### src/rtl/tmpwm_pkg.sv
// shared types and constants for the two-motor byte-pair pwm block
package tmpwm_pkg;

  localparam logic [15:0] PERIOD_RESET  = 16'd13616;
  localparam logic [15:0] COMPARE_RESET = 16'd3404;

  // opcode of an input word
  localparam logic OP_BYTE = 1'b0;
  localparam logic OP_TICK = 1'b1;

  // x / 252 is (x >> 2) / 63; the /63 uses floor(2^28 / 63) plus one correction step
  localparam int unsigned RecipShift = 28;
  localparam logic [22:0] RECIP_63   = 23'd4260880;
  localparam logic [5:0]  DIV_ODD    = 6'd63;
  localparam logic [15:0] SAT16      = 16'hFFFF;

  // one motor's drive term: byte distance from the midpoint, or the midpoint wrap case
  typedef struct packed {
    logic       neg;
    logic [7:0] off;
  } lane_t;

  // what travels beside the multipliers for one word
  typedef struct packed {
    logic [15:0] cnt;
    logic        upd;
    logic        dir_l;
    logic        dir_r;
  } meta_t;

endpackage

### src/rtl/tmpwm_pair.sv
// byte pairing, motor split, direction and offset decode, and the period counter
module tmpwm_pair import tmpwm_pkg::*; (
  input  logic        clk_i,
  input  logic        rst_ni,
  input  logic        accept_i,
  input  logic        opcode_i,
  input  logic [7:0]  rx_byte_i,
  input  logic [15:0] period_i,
  output meta_t       meta_o,
  output lane_t       lane_l_o,
  output lane_t       lane_r_o
);

  logic [7:0]  first_q, first_d, second_q, second_d;
  logic [7:0]  first_n, second_n, byte_l, byte_r;
  logic        held_q, held_d, pair_done;
  logic [15:0] cnt_q, cnt_d;
  logic [16:0] cnt_inc;
  lane_t       lane_l, lane_r;
  logic        dir_l, dir_r;
  meta_t       meta_q;
  lane_t       lane_l_q, lane_r_q;

  always_comb begin
    first_n  = first_q;
    second_n = second_q;
    first_d  = first_q;
    second_d = second_q;
    held_d   = held_q;
    cnt_d    = cnt_q;
    cnt_inc  = {1'b0, cnt_q} + 17'd1;
    pair_done = 1'b0;
    if (opcode_i == OP_BYTE) begin
      if (first_q == 8'd0 && second_q == 8'd0) begin
        first_n = rx_byte_i;
      end else begin
        second_n = rx_byte_i;
      end
      if (!held_q) begin
        held_d   = 1'b1;
        first_d  = first_n;
        second_d = second_n;
      end else begin
        held_d    = 1'b0;
        pair_done = 1'b1;
        first_d   = 8'd0;
        second_d  = 8'd0;
      end
    end else begin
      cnt_d = (cnt_inc >= {1'b0, period_i}) ? 16'd0 : cnt_inc[15:0];
    end
  end

  // an odd first byte drives the left motor
  assign byte_l = first_n[0] ? first_n  : second_n;
  assign byte_r = first_n[0] ? second_n : first_n;

  // left midpoint sits at 128, right at 127
  always_comb begin
    lane_l.neg = 1'b0;
    if (byte_l > 8'd127) begin
      dir_l      = 1'b1;
      lane_l.neg = (byte_l == 8'd128);
      lane_l.off = 8'({byte_l, 1'b0} - 9'd257);
    end else begin
      dir_l      = 1'b0;
      lane_l.off = 8'(9'd255 - {byte_l, 1'b0});
    end
    lane_r.neg = 1'b0;
    if (byte_r > 8'd126) begin
      dir_r      = 1'b1;
      lane_r.neg = (byte_r == 8'd127);
      lane_r.off = 8'({byte_r, 1'b0} - 9'd255);
    end else begin
      dir_r      = 1'b0;
      lane_r.off = 8'(9'd253 - {byte_r, 1'b0});
    end
  end

  always_ff @(posedge clk_i or negedge rst_ni) begin
    if (!rst_ni) begin
      first_q  <= 8'd0;
      second_q <= 8'd0;
      held_q   <= 1'b0;
      cnt_q    <= 16'd0;
    end else if (accept_i) begin
      first_q  <= first_d;
      second_q <= second_d;
      held_q   <= held_d;
      cnt_q    <= cnt_d;
    end
  end

  always_ff @(posedge clk_i) begin
    if (accept_i) begin
      meta_q.cnt   <= cnt_d;
      meta_q.upd   <= pair_done;
      meta_q.dir_l <= dir_l;
      meta_q.dir_r <= dir_r;
      lane_l_q     <= lane_l;
      lane_r_q     <= lane_r;
    end
  end

  assign meta_o   = meta_q;
  assign lane_l_o = lane_l_q;
  assign lane_r_o = lane_r_q;

endmodule

### src/rtl/tmpwm_scale.sv
// period * offset / 252 with saturation (zero for the wrap case), two register stages and a final correction
module tmpwm_scale import tmpwm_pkg::*; (
  input  logic        clk_i,
  input  logic        adv_i,
  input  logic [15:0] period_i,
  input  lane_t       lane_i,
  output logic [15:0] compare_o
);

  logic [23:0] prod_q;
  logic        neg_b_q, neg_c_q;
  logic [21:0] y_q;
  logic [16:0] q0_q;
  logic [44:0] recip_prod;
  logic [22:0] q0_x63, rem;
  logic [16:0] quot;

  assign recip_prod = 45'(prod_q[23:2]) * 45'(RECIP_63);

  always_ff @(posedge clk_i) begin
    if (adv_i) begin
      prod_q  <= 24'(period_i) * 24'(lane_i.off);
      neg_b_q <= lane_i.neg;
      y_q     <= prod_q[23:2];
      q0_q    <= recip_prod[RecipShift +: 17];
      neg_c_q <= neg_b_q;
    end
  end

  // estimate is exact or one short
  always_comb begin
    q0_x63 = {q0_q, 6'd0} - 23'(q0_q);
    rem    = 23'(y_q) - q0_x63;
    quot   = (rem >= 23'(DIV_ODD)) ? q0_q + 17'd1 : q0_q;
    if (neg_c_q) begin
      compare_o = 16'd0;
    end else if (quot[16]) begin
      compare_o = SAT16;
    end else begin
      compare_o = quot[15:0];
    end
  end

endmodule

### src/rtl/two_motor_pwm_from_byte_pair.sv
// two-motor pwm block fed by byte pairs and timer ticks: pipeline control and outputs
// throughput: one word per cycle; the pipeline stalls only while a result waits
// the pipeline is the decode register, the period multiplier, the /63 reciprocal
// multiplier, then the correction feeding the compare and output registers
// reset: period 13616, both compares 3404, directions, slots and counter cleared
module two_motor_pwm_from_byte_pair import tmpwm_pkg::*; (
  input  logic        clk_i,
  input  logic        rst_ni,
  input  logic        cfg_we_i,
  input  logic [15:0] cfg_wdata_i,
  input  logic        in_valid_i,
  output logic        in_ready_o,
  input  logic        opcode_i,
  input  logic [7:0]  rx_byte_i,
  output logic        out_valid_o,
  input  logic        out_ready_i,
  output logic        pwm_left_o,
  output logic        pwm_right_o,
  output logic        dir_left_o,
  output logic        dir_right_o,
  output logic [15:0] duty_left_o,
  output logic [15:0] duty_right_o
);

  logic        adv, accept;
  logic [15:0] period_q;
  logic        v1_q, v2_q, v3_q, out_valid_q;
  meta_t       meta1, meta2_q, meta3_q;
  lane_t       lane_l, lane_r;
  logic [15:0] cmp_l_new, cmp_r_new;
  logic [15:0] cmp_l_q, cmp_l_d, cmp_r_q, cmp_r_d;
  logic        dir_l_q, dir_l_d, dir_r_q, dir_r_d;
  logic        pwm_l_q, pwm_r_q;
  logic        load_out;

  assign adv        = !out_valid_q || out_ready_i;
  assign in_ready_o = adv;
  assign accept     = in_valid_i && adv;
  assign load_out   = adv && v3_q;

  tmpwm_pair u_pair (
    .clk_i     (clk_i),
    .rst_ni    (rst_ni),
    .accept_i  (accept),
    .opcode_i  (opcode_i),
    .rx_byte_i (rx_byte_i),
    .period_i  (period_q),
    .meta_o    (meta1),
    .lane_l_o  (lane_l),
    .lane_r_o  (lane_r)
  );

  tmpwm_scale u_scale_l (
    .clk_i     (clk_i),
    .adv_i     (adv),
    .period_i  (period_q),
    .lane_i    (lane_l),
    .compare_o (cmp_l_new)
  );

  tmpwm_scale u_scale_r (
    .clk_i     (clk_i),
    .adv_i     (adv),
    .period_i  (period_q),
    .lane_i    (lane_r),
    .compare_o (cmp_r_new)
  );

  // compares and directions change only for a word that completes a byte pair, as that word reaches the output
  always_comb begin
    cmp_l_d = cmp_l_q;
    cmp_r_d = cmp_r_q;
    dir_l_d = dir_l_q;
    dir_r_d = dir_r_q;
    if (meta3_q.upd) begin
      cmp_l_d = cmp_l_new;
      cmp_r_d = cmp_r_new;
      dir_l_d = meta3_q.dir_l;
      dir_r_d = meta3_q.dir_r;
    end
  end

  always_ff @(posedge clk_i or negedge rst_ni) begin
    if (!rst_ni) begin
      period_q    <= PERIOD_RESET;
      v1_q        <= 1'b0;
      v2_q        <= 1'b0;
      v3_q        <= 1'b0;
      out_valid_q <= 1'b0;
      cmp_l_q     <= COMPARE_RESET;
      cmp_r_q     <= COMPARE_RESET;
      dir_l_q     <= 1'b0;
      dir_r_q     <= 1'b0;
    end else begin
      if (cfg_we_i) begin
        period_q <= cfg_wdata_i;
      end
      if (adv) begin
        v1_q        <= in_valid_i;
        v2_q        <= v1_q;
        v3_q        <= v2_q;
        out_valid_q <= v3_q;
      end
      if (load_out) begin
        cmp_l_q <= cmp_l_d;
        cmp_r_q <= cmp_r_d;
        dir_l_q <= dir_l_d;
        dir_r_q <= dir_r_d;
      end
    end
  end

  always_ff @(posedge clk_i) begin
    if (adv) begin
      meta2_q <= meta1;
      meta3_q <= meta2_q;
    end
    if (load_out) begin
      pwm_l_q <= (meta3_q.cnt < cmp_l_d);
      pwm_r_q <= (meta3_q.cnt < cmp_r_d);
    end
  end

  assign out_valid_o  = out_valid_q;
  assign pwm_left_o   = pwm_l_q;
  assign pwm_right_o  = pwm_r_q;
  assign dir_left_o   = dir_l_q;
  assign dir_right_o  = dir_r_q;
  assign duty_left_o  = cmp_l_q;
  assign duty_right_o = cmp_r_q;

endmodule
### config.mk
export PLATFORM = sky130hd
export DESIGN_NAME = two_motor_pwm_from_byte_pair
export DESIGN_NICKNAME = d
export VERILOG_FILES = /design/src/rtl/tmpwm_pkg.sv /design/src/rtl/tmpwm_pair.sv /design/src/rtl/tmpwm_scale.sv /design/src/rtl/two_motor_pwm_from_byte_pair.sv
export SDC_FILE = /design/constraint.sdc
export NUM_CORES = 1
export LEC_CHECK = 0
export BUFFER_PORTS_ARGS = -buffer_cell sky130_fd_sc_hd__buf_4
export CORE_MARGIN = 4
export CORE_UTILIZATION = 48
export CTS_BUF_LIST = sky130_fd_sc_hd__clkbuf_4 sky130_fd_sc_hd__clkbuf_8
export CTS_CLUSTER_DIAMETER = 50
export DETAILED_ROUTE_END_ITERATION = 7
export HOLD_SLACK_MARGIN = 0.05
export PLACE_DENSITY = 0.66
export SYNTH_ARGS = -nofsm -noshare
export SYNTH_HDL_FRONTEND = slang
export SYNTH_SLANG_ARGS = --single-unit
### constraint.sdc
create_clock -name clk_i -period 7.5 [get_ports clk_i]
set_input_delay 0 -clock clk_i [delete_from_list [all_inputs] [get_ports clk_i]]
set_output_delay 0 -clock clk_i [all_outputs]
set_load 0.02 [all_outputs]
## Word-level counts from Yosys, hierarchy flattened

Index checks and enable logic that the tools add are counted.

- Bits in registers: 294
- Output and inout port bits: 38
- Logic and storage cells: 99

- Add/sub/neg operators: 11
- Multipliers: 4
- Magnitude comparators: 7
- Equality and inequality tests: 2
- Muxes and demuxes: 24
- Bitwise logic cells: 1
- Reduce and logical (&&, ||, !) cells: 9

Operators by type and width:

| operator | count |
|---|---|
| $mux 16 | 8 |
| $mul 22x19->41 const B | 2 |
| $mux 8 | 10 |
| $mul 16x8->24 | 2 |
| $ge 23x6->1 const B | 2 |
| $sub 22x23->23 | 2 |
| $sub 23x17->23 | 2 |
| $add 17x1->17 const B | 2 |
| $mux 17 | 2 |
| $lt 16x16->1 | 2 |
| $add 16x1->17 const B | 1 |
| $ge 17x16->1 | 1 |
| $gt 8x7->1 const B | 2 |
| $logic_not 8->1 | 2 |
| $sub 8x8->8 const A | 2 |
| $eq 8x7->1 const B | 1 |
| $eq 8x8->1 const B | 1 |
| $sub 8x1->8 const B | 1 |
| $sub 8x8->8 const B | 1 |
| $mux 1 | 4 |
| $reduce_and 2->1 | 2 |
| $logic_and 1x1->1 | 3 |
| $logic_not 1->1 | 1 |
| $logic_or 1x1->1 | 1 |
| $not 1->1 | 1 |

## Longest topological paths before layout

- Depth in word-level cells: 8
- Depth in mapped cells: 29
- Depth with buffers taken out: 26

## By module

From an unflattened synthesis, not the netlist that was laid out.

- Cell total of the unflattened synthesis: 3013
- Area total of the unflattened synthesis: 29701.0 um^2

By module, submodules not included:

| module | times used | cells an instance | area each (um^2) | seq. area each (um^2) |
|---|---|---|---|---|
| tmpwm_scale at u_scale_r | 1 | 1147 | 10669.0 | 1891.8 |
| tmpwm_scale at u_scale_l | 1 | 1104 | 10475.0 | 1891.8 |
| tmpwm_pair | 1 | 459 | 4391.7 | 1876.8 |
| two_motor_pwm_from_byte_pair | 1 | 303 | 4165.2 | 2575.0 |

## Worst setup path before layout

OpenSTA, ideal clock, no wires.

- Path kind: register to register
- Start point: reg out_valid_q, in the netlist out_valid_o
- End point: reg u_pair.second_q[0]
- Setup time: 68 ps
- Arrival: 7654 ps
- Data required time: 7432 ps
- Path slack: -222 ps
- Stages on the path, launching flop included: 8
- Path through: dfrtp_1 -> nand2b_1 -> clkbuf_1 -> nand2_1 -> inv_1 -> nand2_1 -> nor3_1 -> a22o_1

- Cells in the longest elaborated chain, start to end: 4

RTL lines:

| item | line | RTL |
|---|---|---|
| start: declaration | two_motor_pwm_from_byte_pair.sv:27 | `logic v1_q, v2_q, v3_q, out_valid_q;` |
| start signal: assignment | two_motor_pwm_from_byte_pair.sv:102 | `out_valid_q <= v3_q;` |
| $logic_not 1->1 | two_motor_pwm_from_byte_pair.sv:36 | `assign adv = !out_valid_q \|\| out_ready_i;` |
| $logic_or 1x1->1 | two_motor_pwm_from_byte_pair.sv:36 |  |
| named net in_ready_o | two_motor_pwm_from_byte_pair.sv:12 | `output logic in_ready_o,` |
| $logic_and 1x1->1 | two_motor_pwm_from_byte_pair.sv:38 | `assign accept = in_valid_i && adv;` |
| named net accept | two_motor_pwm_from_byte_pair.sv:25 | `logic adv, accept;` |
| $reduce_and 2->1 (no source line) | n/a |  |
| end signal: assignment | tmpwm_pair.sv:88 | `second_q <= second_d;` |
| end: declaration | tmpwm_pair.sv:14 | `logic [7:0] first_q, first_d, second_q, second_d;` |

The timed path passes the listed nets, and every way through them passes these cells.
A chain may end at the register's enable or synchronous reset.

## Worst setup path in the final report

- Start point: reg u_scale_l.q0_q[0]
- End point: reg pwm_l_q, in the netlist pwm_left_o, data pin

- Cells in the longest elaborated chain, start to end: 8
- Elaborated cells between the ends (all ways): 9
- Those cells by class: add/sub: 3; order compare: 2; mux: 4

RTL lines:

| item | line | RTL |
|---|---|---|
| start: declaration | tmpwm_scale.sv:13 | `logic [16:0] q0_q;` |
| start signal: assignment | tmpwm_scale.sv:25 | `q0_q <= recip_prod[RecipShift +: 17];` |
| $sub 23x17->23 | tmpwm_scale.sv:32 | `q0_x63 = {q0_q, 6'd0} - 23'(q0_q);` |
| $sub 22x23->23 | tmpwm_scale.sv:33 | `rem = 23'(y_q) - q0_x63;` |
| $ge 23x6->1 | tmpwm_scale.sv:34 | `quot = (rem >= 23'(DIV_ODD)) ? q0_q + 17'd1 : q0_q;` |
| $mux 17 * | tmpwm_scale.sv:34 |  |
| $mux 16 * | tmpwm_scale.sv:37 | `end else if (quot[16]) begin` |
| $mux 16 * | tmpwm_scale.sv:35 | `if (neg_c_q) begin` |
| $mux 16 * | two_motor_pwm_from_byte_pair.sv:75 | `if (meta3_q.upd) begin` |
| $lt 16x16->1 * | two_motor_pwm_from_byte_pair.sv:119 | `pwm_l_q <= (meta3_q.cnt < cmp_l_d);` |
| end signal: assignment | two_motor_pwm_from_byte_pair.sv:119 |  |
| end: declaration | two_motor_pwm_from_byte_pair.sv:33 | `logic pwm_l_q, pwm_r_q;` |

Mark *: on every way between the ends. The rest lies on a longest branch, timed or not.

==> flow_summary.ini <==
[global_route]
met2_usage_pct = 35.6
grt.total_usage_pct = 22.2
grtUsageMet3_pct = 2.89
grt_pass1_wl_um = 115000
grt_max_degree = 77
antenna_found_initial = 0
met1_usage_pct = 31.7
first_global_vias = 22000
top_usage_layer = met2
gr-total-overflow = 0

[critical_path]
critPathKind = flop to flop
critPathTopFamily = compound AO/OA/AOI/OAI gates
crit_chain = fa_1, inv_1, ha_1, a21o_1, a221oi_1, o21ai_0, a2bb2oi_1, o21ai_0, mux2i_1, nor4_1, nand3b_1, nand4_1, xnor2_1, a21o_1, ha_1, a2111oi_0, nor2b_1, o211a_1, o311a_1
worst-r2r-setup-slack_ns = 0.84
endpoint = pwm_left_o$_DFFE_PP_
crit_fanout = 20
r2r_end = pwm_left_o$_DFFE_PP_
cp_slowest_cell = nand3b_1
reg2reg_depth = 19
required_ns = 8.02
cp_num_cells = 19
cp-start-kind = flop
cp-startpoint = u_scale_l.q0_q[0]$_DFFE_PN_
max_stage_delay_ns = 0.66
end_kind = flop
arrival_ns = 7.17
r2r-start = u_scale_l.q0_q[0]$_DFFE_PN_
cp_num_buf_inv = 1

[drt]
routed_via_density = 5.63
wirelength_um = 70100
drtAntennaViolNets = 0
drc_errors = 0
vias = 21500
dr.pass1.iters = 8
routedWlPerCell_um = 18.4
drt-initial-drc-count = 1565

[timing]
fin_skew_ns = 0.0446
fmax_ghz = 0.150
worst_pin_slew_ns = 1.14
fin_crit_ns = 6.66
slew_violations = 0
rsz0062_at_grt = no
relSlewSlack_pct = 23.8
fin_setup_tns_ns = 0
fin_hold_ws_ns = 0.112
final-hold-violation-count = 0
fin_crit_sh_pct = 88.8
setup_viol = 0

[logic_synthesis]
synthArstFlopShare_pct = 30.2
netlist-cell-type-count = 90
ys_seq_area_share_pct = 28.9
ys_ff_latch = 288
synth-edff-count = 201
ys_warn_count = 0
netlist_area_um2 = 28500
synth_nets = 3541
avgSynthCellArea_um2 = 9.80
synth-main-ff-cell = edfxtp_1
netlist_instances = 2903

[worst_hold_path]
hold_path.class = input port to asynchronous set/reset pin

[final_layout]
multi_input_area_um2 = 18100
antenna_cells = 0
drive_above_1_share_pct = 7.17
layout.nets = 3650
fill_cells = 5124
seqCellArea_um2 = 8240
area_delta_synth_final_pct = 10.4

[floorplan]
io-pin-count = 68
core_um2 = 58200
dieArea_um2 = 63300
start_util_pct = 48.9
die_h_um = 252
rows = 88
die_w_um = 252

[clock_network]
clk_latency_ns = 0.65
cts_made_buffers = 53
cts_tree = done
clock_sinks = 288
root_buffer = clkbuf_8
cts.clk_slew.worst_paths_ns = 0.06
htreeDepth = 2
clk_path_buf_depth = 3
post_cts_buffers = 0

[run_status]
status = finished clean

[placement]
place.gp.congestion = 0.928
hpwl_um = 55400
port_buffers = 67

[run]
maxCapViolCount = 0
-- worst reg2reg max path, stage by stage, from the launching register on --
cell and delay (ns):
edfxtp_1 0.56, fa_1 0.59, inv_1 0.04, ha_1 0.35, a21o_1 0.20, a221oi_1 0.57
o21ai_0 0.16, a2bb2oi_1 0.41, o21ai_0 0.19, mux2i_1 0.15, nor4_1 0.38, nand3b_1 0.66
nand4_1 0.38, xnor2_1 0.18, a21o_1 0.22, ha_1 0.29, a2111oi_0 0.61, nor2b_1 0.22
o211a_1 0.20, o311a_1 0.16
-- placed cells by master, fill, tap and decap left out, types with 16 or more instances in the layout --
cell / instances
and2_1: 120
a21oi_1: 116
edfxtp_1: 201
buf_4: 76
dfrtp_1: 69
a21o_1: 53
clkbuf_8: 57
nor3_1: 42
o21a_1: 17
nand2b_1: 24
dfstp_2: 18
xor2_1: 35
nand2_1: 259
nor2_1: 101
or3_1: 16
nor2b_1: 36
and3_1: 30
dlygate4sd3_1: 61
o21ai_0: 96
nand4_1: 37
nand3_1: 48
o211ai_1: 22
mux2i_1: 16
ha_1: 392
a31oi_1: 21
nor4_1: 18
fa_1: 216
inv_1: 479
xnor2_1: 88
-- kinds of logic (layout without fill, tap and decap cells) --
group                    Yosys count  after routing  synth area share, %
AND/OR/NAND/NOR                  773            773                 13.7
adder cells (fa/ha/maj)          608            608                 32.4
buffers and inverters            564            716                 7.52
AO/OA/AOI/OAI                    523            523                 12.7
flip-flops                       288            288                 28.9
XOR/XNOR                         123            123                 3.79
multiplexers                      24             24                0.879
-- cell usage after synthesis, types with 30 or more instances --
cell type	number	share of area, %
dfrtp_1	69	6.1
inv_1	479	6.3
o21ai_0	96	1.7
and2_1	120	2.6
xor2_1	35	1.1
clkbuf_1	73	0.96
nor2b_1	36	0.79
xnor2_1	88	2.7
and3_1	30	0.66
ha_1	392	17
nand4_1	37	0.81
a21oi_1	116	2.0
nand3_1	48	0.84
nor3_1	42	0.74
a21o_1	53	1.4
fa_1	216	15
nand2_1	260	3.4
edfxtp_1	201	21
nor2_1	101	1.3
-- sequential cells by signal, indices dropped and copies added, names as in the netlist, 8 cells and up --
name              cells
meta3_q              19
meta2_q              19
duty_left_o          16
u_scale_r.prod_q     22
u_scale_l.q0_q       17
u_scale_l.y_q        22
u_scale_l.prod_q     22
u_pair.lane_l_o       8
u_pair.lane_r_o       8
duty_right_o         16
u_pair.meta_o        19
u_scale_r.q0_q       17
u_pair.cnt_q         16
u_pair.second_q       8
u_pair.first_q        8
u_scale_r.y_q        22
period_q             16
-- metal layers --
metal | share of wire (%) | vias up
li1 | - | 10200
met3 | 5.7 | 136
met5 | 0 | -
met2 | 46 | 654
met1 | 46 | 10500
met4 | 2.8 | 0
-- stage by stage --
step	utilization (%)	cells	setup WS (ns)	cell area (um2)
final	54.0	3820	0.841	31400
after global routing	54.0	3820	0.404	31400
after CTS	54.0	3820	0.968	31400
after detailed placement	50.9	3661	1.01	29700
after global placement	50.9	3661	1.08	29700
after floorplan	-	2903	1.97	28500
-- how the worst min path moves through the flow --
stage,depth (start not counted),end,slack (ns)
4_1_cts,3,u_pair.second_q[5]$_DFFE_PN0P_,0.1
3_3_place_gp,1,dir_right_o$_DFFE_PN0P_,-0.08
6_report,3,dir_left_o$_DFFE_PN0P_,0.11
2_1_floorplan,0,dir_left_o$_DFFE_PN0P_,-0.30
5_1_grt,3,u_pair.second_q[5]$_DFFE_PN0P_,0.15
3_5_place_dp,1,dir_right_o$_DFFE_PN0P_,-0.07
-- what timing repair did --
item,CTS,global route
hold buffers,61,0
endpoints found under the setup margin,0,0
hold endpoints to repair,125,0
resized for setup,0,0
-- final cells by class --
type / instances / share of cell area [%]
inverter: 481 / 5.74
tap: 765 / 3.05
multi-input combinational: 2051 / 57.6
timing repair buffer: 137 / 3.76
clock inverter: 30 / 0.896
clock buffer: 68 / 2.76
sequential: 288 / 26.2
Power is left out: the tool's default activity adds up to more than one toggle a clock period on the data nets, which glitch-free logic cannot reach.
